$ cat config.mk
export PLATFORM = sky130hd
export DESIGN_NAME = spectral_band_peak_picker
export DESIGN_NICKNAME = d
export VERILOG_FILES = /design/src/hw/rtl/sbpp_pkg.sv /design/src/hw/rtl/sbpp_alu.sv /design/src/hw/rtl/sbpp_band_store.sv /design/src/hw/rtl/spectral_band_peak_picker.sv
export SDC_FILE = /design/constraint.sdc
export NUM_CORES = 1
export LEC_CHECK = 0
export ABC_AREA = 1
export BUFFER_PORTS_ARGS = -buffer_cell sky130_fd_sc_hd__clkbuf_2
export CAP_MARGIN = 30
export CELL_PAD_IN_SITES_DETAIL_PLACEMENT = 1
export CELL_PAD_IN_SITES_GLOBAL_PLACEMENT = 1
export CORE_MARGIN = 2
export CORE_UTILIZATION = 50
export DETAILED_ROUTE_END_ITERATION = 8
export MAX_ROUTING_LAYER = met4
export PLACE_DENSITY = 0.86
export SYNTH_ARGS = -nofsm -noshare
export SYNTH_HDL_FRONTEND = slang
export SYNTH_SLANG_ARGS = --single-unit
$ cat constraint.sdc
create_clock -name clock -period 12.05 [get_ports clock]
set_clock_uncertainty 0.1 [all_clocks]
set_input_delay 2.41 -clock clock [delete_from_list [all_inputs] [get_ports clock]]
set_output_delay 2.41 -clock clock [all_outputs]
set_load 0.005 [all_outputs]
$ cat src/hw/rtl/sbpp_pkg.sv
`default_nettype none

package sbpp_pkg;

   localparam int BINS_PER_FRAME = 1024;
   localparam int BAND_COUNT     = 10;
   localparam int EDGE_COUNT     = BAND_COUNT + 1;

   localparam int BIN_W      = $clog2(BINS_PER_FRAME);
   localparam int LEVEL_W    = 16;
   localparam int FRAME_W    = 16;
   localparam int POS_W      = 9;
   localparam int SUM_W      = LEVEL_W + 5;
   localparam int BAND_IDX_W = $clog2(BAND_COUNT);
   localparam int EDGE_IDX_W = $clog2(EDGE_COUNT + 1);

   localparam logic [BIN_W-1:0] LAST_BIN = BIN_W'(BINS_PER_FRAME - 1);

   typedef enum logic [1:0] {
      OP_TRACK,
      OP_ACC,
      OP_TEST
   } alu_op_type;

   typedef struct packed {
      logic signed [SUM_W-1:0] res;
      logic                    flag;
   } alu_out_type;

   typedef struct packed {
      logic                        en;
      logic [BAND_IDX_W-1:0]       addr;
      logic signed [LEVEL_W-1:0]   level;
      logic [POS_W-1:0]            pos;
   } store_wr_type;

   // Lower edge of each band; the last entry closes the top band.
   function automatic logic [POS_W-1:0] band_edge(input logic [EDGE_IDX_W-1:0] idx);
      logic [POS_W-1:0] e;
      unique case (idx)
         4'd0:    e = 9'd100;
         4'd1:    e = 9'd105;
         4'd2:    e = 9'd110;
         4'd3:    e = 9'd117;
         4'd4:    e = 9'd130;
         4'd5:    e = 9'd150;
         4'd6:    e = 9'd180;
         4'd7:    e = 9'd220;
         4'd8:    e = 9'd300;
         4'd9:    e = 9'd400;
         4'd10:   e = 9'd500;
         default: e = 9'd500;
      endcase
      return e;
   endfunction

endpackage

`default_nettype wire

$ cat src/hw/rtl/sbpp_alu.sv
`default_nettype none

// Shared add/compare unit for tracking, summing and the mean test.
module sbpp_alu (
   input  sbpp_pkg::alu_op_type                       op,
   input  logic signed [sbpp_pkg::LEVEL_W-1:0]        lvl_a,
   input  logic signed [sbpp_pkg::LEVEL_W-1:0]        lvl_b,
   input  logic signed [sbpp_pkg::SUM_W-1:0]          acc,
   output sbpp_pkg::alu_out_type                      result
);

   localparam int EXT_W = sbpp_pkg::SUM_W - sbpp_pkg::LEVEL_W;

   logic signed [sbpp_pkg::SUM_W-1:0] a_ext;
   logic signed [sbpp_pkg::SUM_W-1:0] b_ext;
   logic signed [sbpp_pkg::SUM_W-1:0] opnd_a;
   logic signed [sbpp_pkg::SUM_W-1:0] opnd_b;
   logic signed [sbpp_pkg::SUM_W-1:0] cmp_val;
   logic signed [sbpp_pkg::SUM_W-1:0] total;
   logic                              gt;
   logic                              eq;

   assign a_ext = {{EXT_W{lvl_a[sbpp_pkg::LEVEL_W-1]}}, lvl_a};
   assign b_ext = {{EXT_W{lvl_b[sbpp_pkg::LEVEL_W-1]}}, lvl_b};

   always_comb begin
      unique case (op)
         sbpp_pkg::OP_TRACK: begin
            opnd_a  = a_ext;
            opnd_b  = '0;
            cmp_val = b_ext;
         end
         sbpp_pkg::OP_ACC: begin
            opnd_a  = acc;
            opnd_b  = b_ext;
            cmp_val = '0;
         end
         sbpp_pkg::OP_TEST: begin
            // ten times the peak as 8x + 2x
            opnd_a  = b_ext <<< 3;
            opnd_b  = b_ext <<< 1;
            cmp_val = acc;
         end
         default: begin
            opnd_a  = '0;
            opnd_b  = '0;
            cmp_val = '0;
         end
      endcase
   end

   assign total = opnd_a + opnd_b;
   assign gt    = total > cmp_val;
   assign eq    = total == cmp_val;

   assign result.res  = total;
   assign result.flag = (op == sbpp_pkg::OP_TEST) ? gt : (gt | eq);

endmodule

`default_nettype wire

$ cat src/hw/rtl/sbpp_band_store.sv
`default_nettype none

// Per-band peak level and bin, one write and one read port.
module sbpp_band_store (
   input  logic                                   clock,
   input  sbpp_pkg::store_wr_type                 wr,
   input  logic [sbpp_pkg::BAND_IDX_W-1:0]        rd_addr,
   output logic signed [sbpp_pkg::LEVEL_W-1:0]    rd_level,
   output logic [sbpp_pkg::POS_W-1:0]             rd_pos
);

   logic signed [sbpp_pkg::LEVEL_W-1:0] level_ff [sbpp_pkg::BAND_COUNT];
   logic [sbpp_pkg::POS_W-1:0]          pos_ff   [sbpp_pkg::BAND_COUNT];

   always_ff @(posedge clock) begin
      if (wr.en) begin
         level_ff[wr.addr] <= wr.level;
         pos_ff[wr.addr]   <= wr.pos;
      end
   end

   assign rd_level = level_ff[rd_addr];
   assign rd_pos   = pos_ff[rd_addr];

endmodule

`default_nettype wire

$ cat src/hw/rtl/spectral_band_peak_picker.sv
// Channel   Ports                                              Direction  Moves
// req       req_valid, req_stall, req_bin_level                in         one bin level
// rsp       rsp_valid, rsp_stall, rsp_frame_number,            out        one band peak
//           rsp_peak_bin, rsp_last_peak
//
// Bins are taken one per cycle while a frame streams in; the band compare
// runs on the shared add/compare unit against the band store in that cycle.
// After the last bin the same unit sums the ten peaks, tests each peak
// against the sum and then, if any band is marked, steps through the bands
// one per cycle, emitting each hit and holding on a hit while rsp is stalled.
// Reset is synchronous; req_stall is high outside the bin-tracking phase.
// The rsp register holds a transaction under stall while tracking resumes.
`default_nettype none

module spectral_band_peak_picker (
   input  logic                                  clock,
   input  logic                                  reset,
   input  logic                                  req_valid,
   output logic                                  req_stall,
   input  logic signed [sbpp_pkg::LEVEL_W-1:0]   req_bin_level,
   output logic                                  rsp_valid,
   input  logic                                  rsp_stall,
   output logic [sbpp_pkg::FRAME_W-1:0]          rsp_frame_number,
   output logic [sbpp_pkg::POS_W-1:0]            rsp_peak_bin,
   output logic                                  rsp_last_peak
);

   typedef enum logic [1:0] {
      ST_TRACK,
      ST_SUM,
      ST_TEST,
      ST_EMIT
   } state_type;

   localparam int BIN_W      = sbpp_pkg::BIN_W;
   localparam int BAND_IDX_W = sbpp_pkg::BAND_IDX_W;
   localparam int EDGE_IDX_W = sbpp_pkg::EDGE_IDX_W;
   localparam int BAND_COUNT = sbpp_pkg::BAND_COUNT;

   state_type                              state_ff,    state_in;
   logic [BIN_W-1:0]                       bin_ff,      bin_in;
   logic [EDGE_IDX_W-1:0]                  edge_ptr_ff, edge_ptr_in;
   logic [sbpp_pkg::FRAME_W-1:0]           frame_ff,    frame_in;
   logic [BAND_IDX_W-1:0]                  idx_ff,      idx_in;
   logic signed [sbpp_pkg::SUM_W-1:0]      acc_ff,      acc_in;
   logic [BAND_COUNT-1:0]                  hit_ff,      hit_in;
   logic                                   rsp_valid_ff, rsp_valid_in;
   logic [sbpp_pkg::FRAME_W-1:0]           rsp_frame_ff, rsp_frame_in;
   logic [sbpp_pkg::POS_W-1:0]             rsp_bin_ff,   rsp_bin_in;
   logic                                   rsp_last_ff,  rsp_last_in;

   logic                                   edge_pass;
   logic [EDGE_IDX_W-1:0]                  eff_ptr;
   logic                                   in_band;
   logic [BAND_IDX_W-1:0]                  track_band;
   logic [BAND_IDX_W-1:0]                  rd_addr;
   logic signed [sbpp_pkg::LEVEL_W-1:0]    rd_level;
   logic [sbpp_pkg::POS_W-1:0]             rd_pos;
   sbpp_pkg::alu_op_type                   alu_op;
   sbpp_pkg::alu_out_type                  alu_out;
   sbpp_pkg::store_wr_type                 store_wr;
   logic                                   last_bin;
   logic                                   idx_last;
   logic [BAND_COUNT-1:0]                  hit_test;
   logic [BAND_COUNT-1:0]                  hit_rest;
   logic                                   out_free;

   // Band position: count the band edges already passed. Edges rise, so at
   // most one is crossed per bin; any but the last edge opens a band.
   assign edge_pass  = (edge_ptr_ff < EDGE_IDX_W'(sbpp_pkg::EDGE_COUNT)) &&
                       (bin_ff == BIN_W'(sbpp_pkg::band_edge(edge_ptr_ff)));
   assign eff_ptr    = edge_ptr_ff + EDGE_IDX_W'(edge_pass);
   assign in_band    = (eff_ptr != '0) && (eff_ptr <= EDGE_IDX_W'(BAND_COUNT));
   assign track_band = in_band ? BAND_IDX_W'(eff_ptr - EDGE_IDX_W'(1)) : '0;

   assign rd_addr  = (state_ff == ST_TRACK) ? track_band : idx_ff;
   assign last_bin = bin_ff == sbpp_pkg::LAST_BIN;
   assign idx_last = idx_ff == BAND_IDX_W'(BAND_COUNT - 1);
   assign out_free = !rsp_valid_ff || !rsp_stall;

   assign hit_test = hit_ff | (BAND_COUNT'(alu_out.flag) << idx_ff);
   assign hit_rest = hit_ff & ~(BAND_COUNT'(1) << idx_ff);

   always_comb begin
      unique case (state_ff)
         ST_TRACK: alu_op = sbpp_pkg::OP_TRACK;
         ST_SUM:   alu_op = sbpp_pkg::OP_ACC;
         ST_TEST:  alu_op = sbpp_pkg::OP_TEST;
         ST_EMIT:  alu_op = sbpp_pkg::OP_TEST;
         default:  alu_op = sbpp_pkg::OP_TRACK;
      endcase
   end

   sbpp_alu u_alu (
      .op     (alu_op),
      .lvl_a  (req_bin_level),
      .lvl_b  (rd_level),
      .acc    (acc_ff),
      .result (alu_out)
   );

   // Load the band unconditionally on its first bin; later bins replace the
   // peak when at least as loud, so ties go to the later bin.
   assign store_wr.en    = (state_ff == ST_TRACK) && req_valid && in_band &&
                           (edge_pass || alu_out.flag);
   assign store_wr.addr  = track_band;
   assign store_wr.level = req_bin_level;
   assign store_wr.pos   = sbpp_pkg::POS_W'(bin_ff);

   sbpp_band_store u_store (
      .clock    (clock),
      .wr       (store_wr),
      .rd_addr  (rd_addr),
      .rd_level (rd_level),
      .rd_pos   (rd_pos)
   );

   always_comb begin
      state_in     = state_ff;
      bin_in       = bin_ff;
      edge_ptr_in  = edge_ptr_ff;
      frame_in     = frame_ff;
      idx_in       = idx_ff;
      acc_in       = acc_ff;
      hit_in       = hit_ff;
      rsp_valid_in = rsp_valid_ff && rsp_stall;   // drop once taken
      rsp_frame_in = rsp_frame_ff;
      rsp_bin_in   = rsp_bin_ff;
      rsp_last_in  = rsp_last_ff;

      unique case (state_ff)
         ST_TRACK: begin
            if (req_valid) begin
               if (last_bin) begin
                  // frame complete: wrap the bin count and start the sum
                  bin_in      = '0;
                  edge_ptr_in = '0;
                  idx_in      = '0;
                  acc_in      = '0;
                  hit_in      = '0;
                  state_in    = ST_SUM;
               end else begin
                  bin_in      = bin_ff + BIN_W'(1);
                  edge_ptr_in = eff_ptr;
               end
            end
         end
         ST_SUM: begin
            acc_in = alu_out.res;
            if (idx_last) begin
               idx_in   = '0;
               state_in = ST_TEST;
            end else begin
               idx_in = idx_ff + BAND_IDX_W'(1);
            end
         end
         ST_TEST: begin
            // mark each band whose 10*peak beats the sum of peaks
            hit_in = hit_test;
            if (idx_last) begin
               idx_in = '0;
               if (hit_test == '0) begin
                  frame_in = frame_ff + sbpp_pkg::FRAME_W'(1);
                  state_in = ST_TRACK;
               end else begin
                  state_in = ST_EMIT;
               end
            end else begin
               idx_in = idx_ff + BAND_IDX_W'(1);
            end
         end
         ST_EMIT: begin
            if (hit_ff[idx_ff]) begin
               // hold on this band until the output register frees up
               if (out_free) begin
                  rsp_valid_in = 1'b1;
                  rsp_frame_in = frame_ff;
                  rsp_bin_in   = rd_pos;
                  rsp_last_in  = hit_rest == '0;
                  hit_in       = hit_rest;
                  if (hit_rest == '0) begin
                     idx_in   = '0;
                     frame_in = frame_ff + sbpp_pkg::FRAME_W'(1);
                     state_in = ST_TRACK;
                  end else begin
                     idx_in = idx_ff + BAND_IDX_W'(1);
                  end
               end
            end else begin
               idx_in = idx_ff + BAND_IDX_W'(1);
            end
         end
         default: state_in = ST_TRACK;
      endcase
   end

   always_ff @(posedge clock) begin
      if (reset) begin
         state_ff     <= ST_TRACK;
         bin_ff       <= '0;
         edge_ptr_ff  <= '0;
         frame_ff     <= '0;
         idx_ff       <= '0;
         rsp_valid_ff <= 1'b0;
      end else begin
         state_ff     <= state_in;
         bin_ff       <= bin_in;
         edge_ptr_ff  <= edge_ptr_in;
         frame_ff     <= frame_in;
         idx_ff       <= idx_in;
         rsp_valid_ff <= rsp_valid_in;
      end
      acc_ff       <= acc_in;
      hit_ff       <= hit_in;
      rsp_frame_ff <= rsp_frame_in;
      rsp_bin_ff   <= rsp_bin_in;
      rsp_last_ff  <= rsp_last_in;
   end

   assign req_stall        = state_ff != ST_TRACK;
   assign rsp_valid        = rsp_valid_ff;
   assign rsp_frame_number = rsp_frame_ff;
   assign rsp_peak_bin     = rsp_bin_ff;
   assign rsp_last_peak    = rsp_last_ff;

   // The emit phase is entered only with at least one band marked.
   a_emit_has_hits: assert property (@(posedge clock) disable iff (reset)
      (state_ff == ST_EMIT) |-> (hit_ff != '0))
      else $error("emit phase with empty hit mask");

   // The last bin of a frame always starts the peak sum.
   a_last_bin_sums: assert property (@(posedge clock) disable iff (reset)
      (req_valid && !req_stall && last_bin) |=> (state_ff == ST_SUM))
      else $error("last bin did not start the sum");

   // The edge pointer never runs past the closing edge.
   a_edge_ptr_range: assert property (@(posedge clock) disable iff (reset)
      edge_ptr_ff <= EDGE_IDX_W'(sbpp_pkg::EDGE_COUNT))
      else $error("band edge pointer out of range");

endmodule

`default_nettype wire
After elaboration in Yosys (flattened, before gate mapping)
Memories as Yosys holds them, arrays and structs flattened. A register that Yosys moved wholly into a read port is not among the register bits.
Cells that the tools add are included.
Widths: inputs -> output; s select.

storage, ports and cells
  bits in writable memories = 250
  flip-flop bits (word level) = 85
  memory bits (read-only) = 144
  memories kept = 3
  output and inout port bits = 28
  word-level logic and storage cells = 123
  input port bits = 20

memories
  name              words  bits a word  rd ports  clocked after memory_dff  write ports  line                   source
  u_store.level_ff  10     16           1         0                         1            sbpp_band_store.sv:12  logic signed [sbpp_pkg::LEVEL_W-1:0] level_ff [sbpp_pkg::BAND_COUNT];
  (name not given)  16     9            1         1                         0            sbpp_pkg.sv:40         unique case (idx)
  u_store.pos_ff    10     9            1         1                         1            sbpp_band_store.sv:13  logic [sbpp_pkg::POS_W-1:0] pos_ff [sbpp_pkg::BAND_COUNT];

operators by class
  $lt $le $gt $ge = 4
  eq/ne operators = 18
  bitwise operators = 4
  add/subtract/negate cells = 6
  reductions and logical operators = 28
  shift-type cells = 2
  multiplexer cells = 48

operators with widths
  cell                   number
  $pmux 21 s2            3
  $mux 16                5
  $pmux 21 s3            1
  $mux 10                5
  $mux 4                 11
  $mux 21                2
  $pmux 16 s2            1
  $pmux 10 s3            1
  $add 21x21->21         1
  $eq 21x21->1           1
  $gt 21x21->1           1
  $logic_not 10->1       2
  $add 16x1->16 const B  1
  $mux 2                 8
  $ne 2x2->1 const B     8
  $pmux 4 s3             1
  $add 10x1->10 const B  1
  $and 10x10->10         1
  $eq 10x10->1 const B   1
  $eq 10x9->1            1
  $not 10->10            1
  $or 10x10->10          1
  $shl 1x4->10           1
  $shl 1x4->10 const A   1
  28 further kinds       50

Longest topological paths before layout
An unclocked memory read counts as a cell.

  depth in word-level cells = 19
  gate-level depth with buffers = 62
  gate-level depth less buffers = 59

Modules after synthesis
From an unflattened synthesis, not the netlist that was laid out.

unflattened totals
  cell total of the unflattened synthesis = 2186
  area, all modules = 18743.0 sq um

by module, submodules not included
  module                     times used  cells an instance  sequential area each (sq um)  area an instance (sq um)
  sbpp_band_store            1           973                7507.2                        10532.6
  spectral_band_peak_picker  1           670                2632.5                        5362.6
  sbpp_alu                   1           543                0.0                           2847.7

Least setup slack after synthesis
Ideal clock, no wire load.

  kind = register to register
  start = reg bin_ff[2]
  end = mem u_store.level_ff[8][0] in the netlist's numbering, enable pin
  setup slack = 2.565 ns
  data required time = 11.480 ns
  setup time = 0.470 ns
  period minus slack after synthesis = 9.485 ns
  data arrival time = 8.915 ns
  cell stages (with the launch flop) = 50
  path buffers = 2
  cell sequence = dfxtp_1 -> inv_1 -> nand2_1 -> o21ai_0 -> a221oi_1 -> o2111ai_1 -> nor4_1 -> ha_1 -> ha_1 -> ha_1 -> nor2_1 -> nor2_1 -> nand2_1 -> nand2_4 -> nand2_2 -> nand2_1 -> o21ai_2 -> buf_4 -> [... 14 more ...] -> a21boi_1 -> o21ai_0 -> a21oi_1 -> nand3_1 -> nand2_1 -> inv_1 -> ha_1 -> nand2_1 -> nor2_2 -> nand2_1 -> nor2_1 -> nand2_1 -> nand3_1 -> nand2_1 -> nand3_4 -> a21o_1 -> nand3_1 -> nor4_1

RTL lines
  what                    line                              source
  from (decl)             spectral_band_peak_picker.sv:41   logic [BIN_W-1:0] bin_ff, bin_in;
  from (signal assigned)  spectral_band_peak_picker.sv:207  bin_ff <= bin_in;
  to (decl)               sbpp_band_store.sv:12

==> summary.txt <==
FF-to-FF Start = bin_ff[7]
Hold violation total from the final report = 0
Overall via count from detail_route = 13,600
Share of final-layout standard cells stronger than drive strength 1 = 0.104
Largest net degree at the start of global routing = 81
Cell accounting for the most synthesized area = sky130_fd_sc_hd__edfxtp_1
Count of state elements after synthesis = 353
Max-slew violation count = 0
Minimum period implied by the final worst setup slack = 10.97 ns
Buffer count from post-CTS setup fixing = 0
Number of max-cap violations = 0
Number of clock sinks = 353
Unique masters post-synth = 56
Top area cells in the synthesized netlist = sky130_fd_sc_hd__edfxtp_1 53%, sky130_fd_sc_hd__nand2_1 8.2%, sky130_fd_sc_hd__dfxtp_1 5.3%, sky130_fd_sc_hd__nand3_1 5.2%, sky130_fd_sc_hd__ha_1 4.6%
Async set-or-reset flop fraction in the synthesized netlist = 0
CTS Buf Count = 40
PortBufs = 47
Critical Path End Type = register
Startpoint types = register
Syn_nets = 1,830
Top_reg_cell synth = sky130_fd_sc_hd__edfxtp_1
RSZ-0062 raised after global routing = false
Resized cells post-CTS = 0
Remaining antenna violation count after routing = 0
Starting utilization of the core area = 0.511
Cell area after synthesis = 17,200 um^2
Library cell appearing most often on the critical path = sky130_fd_sc_hd__nand2_1
Area enclosed by the die boundary = 36,000 um^2
Wire length of the first global-routing pass = 82.1 mm
Power Density = 138 nW/um^2
Slowest stage cell, crit path = sky130_fd_sc_hd__dfxtp_1
Sum of routed wire length over all layers = 52.5 mm
Max Clk Rate = 0.0911 GHz
Vias per Instance = 6.01
Sum Neg Setup Slack = 0 ns
Number of synthesized flops with an enable pin = 307
Synth-to-layout area growth = 12.5%
Crit path required time = 12.16 ns
Count of hold-fix buffers inserted at cts = 0
Synth Area per Inst = 9.87 um^2
Number of DRC violations after detailed-routing iteration 0 = 1,082
Buffer and inverter count on the worst path = 6
Highest ir drop seen on vdd = 0.139 mV
Portion of synthesized cell area occupied by the leading cell type = 0.535
Routed wire length per instance = 23.1 um
Type of the worst min-delay path = register to register
Number of global-route vias before repair = 14,700
# DRC = 0
Diodes inserted = 0
Run status = finished clean
Final RePlAce weighted congestion = 0.905
Row Count = 67
Width of the die = 190 um
Core Region = 33,700 um^2
Endpoint arrival time on the critical path = 11.09 ns
Initial antenna violation count = 0
Worst path max stage delay = 0.67 ns
Post-DP HPWL = 33.5 mm
Buffer levels on the longest clock path = 3
Sequential area share after synthesis = 0.588
Clock tree from TritonCTS = built
Buffer cell driving the clock tree root = sky130_fd_sc_hd__clkbuf_16
Worst setup startpoint = bin_ff[7]
Overflow after GRT = 0
Startpoint of the tightest hold check path = frame_ff[1]
Die Ht = 190 um
Slew at the pin closest to its max-slew limit = 0.829 ns
Largest fanout of any net on the critical path = 47
Placed standard-cell area = 18,000 um^2
Warning count from the yosys run = 0
Final Cell Area = 19,400 um^2
Top delay family on crit path = simple AND/OR/NAND/NOR gates
Synthesized netlist cell count = 1,746
Critical path class = register to register
Worst slew slack as a fraction of its limit = 0.447
Number of placed I/O pins = 48
GR Util All Layers = 0.303
Crit share post-route = 0.911
Static leakage = 7.54 nW
Post-layout net count = 1,876
Setup-failing EPs final = 0
Worst skew pair latency = 0.57 ns
Detailed-routing iteration count for the pre-antenna-repair pass = 6
Depth of the CTS H-tree = 2
Clock-pin slew on the worst setup and hold paths = 0.06 ns
## worst reg2reg max path: cells and delay by family (launching register included)
family	cells	cell delay (ns)
and+or+nand+nor	28	4.43
AOI/OAI and AO/OA	10	2.12
buffers and inverters	6	1.71
adders and majority gates	5	1.60
DFF	1	0.67
## power breakdown
group	total (mW)	switching [mW]	internal (mW)
Clock	1.29	0.521	0.771
Combinational	0.0575	0.0410	0.0165
Sequential	1.32	0.00253	1.32
## kinds of logic after synthesis
logic type                 after synthesis  synth area share
buffers and inverters                  249            0.0580
adders and majority gates               64            0.0469
xor gates and xnor gates                25            0.0131
and+or+nand+nor                        786             0.200
DFF                                    353             0.588
AOI/OAI and AO/OA                      269            0.0932
## layer usage
metal	part of all wire	track usage	wire, um
met4	0.037	0.120	1920
met2	0.52	0.533	27200
met3	0.049	0.0411	2550
met1	0.40	0.352	20700
met5	0	-	0
## state kept, by name (all words and copies together) (netlist names), named ones only
register,cells
frame_ff,16
acc_ff,21
rsp_peak_bin,9
rsp_valid,1
rsp_frame_number,16
idx_ff,4
rsp_last_peak,1
u_store.pos_ff,90
bin_ff,10
edge_ptr_ff,4
state_ff,2
hit_ff,10
u_store.level_ff,160
## layout by cell type (no fill, tap or decap), types with 4 or more instances in the layout
cell	Yosys	final
sky130_fd_sc_hd__inv_2	13	12
sky130_fd_sc_hd__bufinv_16	0	7
sky130_fd_sc_hd__a211oi_1	6	6
sky130_fd_sc_hd__nand3_2	5	5
sky130_fd_sc_hd__nor3_1	19	16
sky130_fd_sc_hd__clkbuf_1	34	10
sky130_fd_sc_hd__edfxtp_1	307	307
sky130_fd_sc_hd__clkbuf_16	0	40
sky130_fd_sc_hd__ha_1	63	63
sky130_fd_sc_hd__inv_1	165	165
sky130_fd_sc_hd__nor2_1	148	142
sky130_fd_sc_hd__a31oi_1	8	8
sky130_fd_sc_hd__nor4_1	6	5
sky130_fd_sc_hd__nand2_1	376	376
sky130_fd_sc_hd__clkbuf_2	0	47
sky130_fd_sc_hd__o21ai_1	5	5
sky130_fd_sc_hd__xor2_1	16	16
sky130_fd_sc_hd__o31ai_1	4	4
sky130_fd_sc_hd__nor2_2	5	11
sky130_fd_sc_hd__buf_4	5	23
sky130_fd_sc_hd__clkinv_2	1	5
sky130_fd_sc_hd__o221ai_1	9	9
sky130_fd_sc_hd__dfxtp_1	46	46
sky130_fd_sc_hd__o211ai_1	23	23
sky130_fd_sc_hd__clkinv_1	1	9
sky130_fd_sc_hd__a21oi_1	58	57
sky130_fd_sc_hd__o21ai_0	95	95
sky130_fd_sc_hd__nand3_1	180	180
sky130_fd_sc_hd__o22ai_1	42	42
sky130_fd_sc_hd__xnor2_1	8	8
sky130_fd_sc_hd__nand4_1	26	26
sky130_fd_sc_hd__nand2_2	7	7
## cells in the mapped netlist, drive strengths merged (17+ instances only)
cell,instances
nand4,28
edfxtp,307
nor3,19
nand3,186
xor2,17
buf,35
o21ai,104
dfxtp,46
o211ai,24
clkbuf,34
inv,178
a21oi,60
o22ai,42
ha,63
nor2,156
nand2,386
## through the flow
| stage | utilization | hold WS [ns] | instances | setup WS, ns | total power, mW |
|---|---|---|---|---|---|
| 2_1_floorplan | - | 0.330 | 1746 | 2.56 | 1.38 |
| 3_3_place_gp | 0.532 | 0.339 | 2195 | 1.96 | 1.40 |
| 3_5_place_dp | 0.533 | 0.356 | 2196 | 1.20 | 1.40 |
| 4_1_cts | 0.574 | 0.380 | 2269 | 1.05 | 2.68 |
| 5_1_grt | 0.575 | 0.400 | 2271 | 0.207 | 2.73 |
| 6_report | 0.575 | 0.382 | 2271 | 1.08 | 2.67 |
## cell type report
class	count	area, um^2
fill	3756	14300
clock inverter	23	343
sequential	353	10100
multi-input combinational	1144	6160
timing repair buffer	73	474
inverter	180	678
tap	448	561
clock buffer	50	1040
## final timing paths
| check | endpoint | slack (ns) | depth (start not counted) |
|---|---|---|---|
| setup / recovery | u_store.level_ff[4][12] | 1.08 | 49 |
| hold / removal | rsp_frame_number[1] | 0.38 | 0 |
| setup reg to reg | u_store.level_ff[4][12] | 1.08 | 49 |
| hold reg to reg | rsp_frame_number[1] | 0.38 | 0 |
Note: power is estimated with default switching activity, not from simulation.
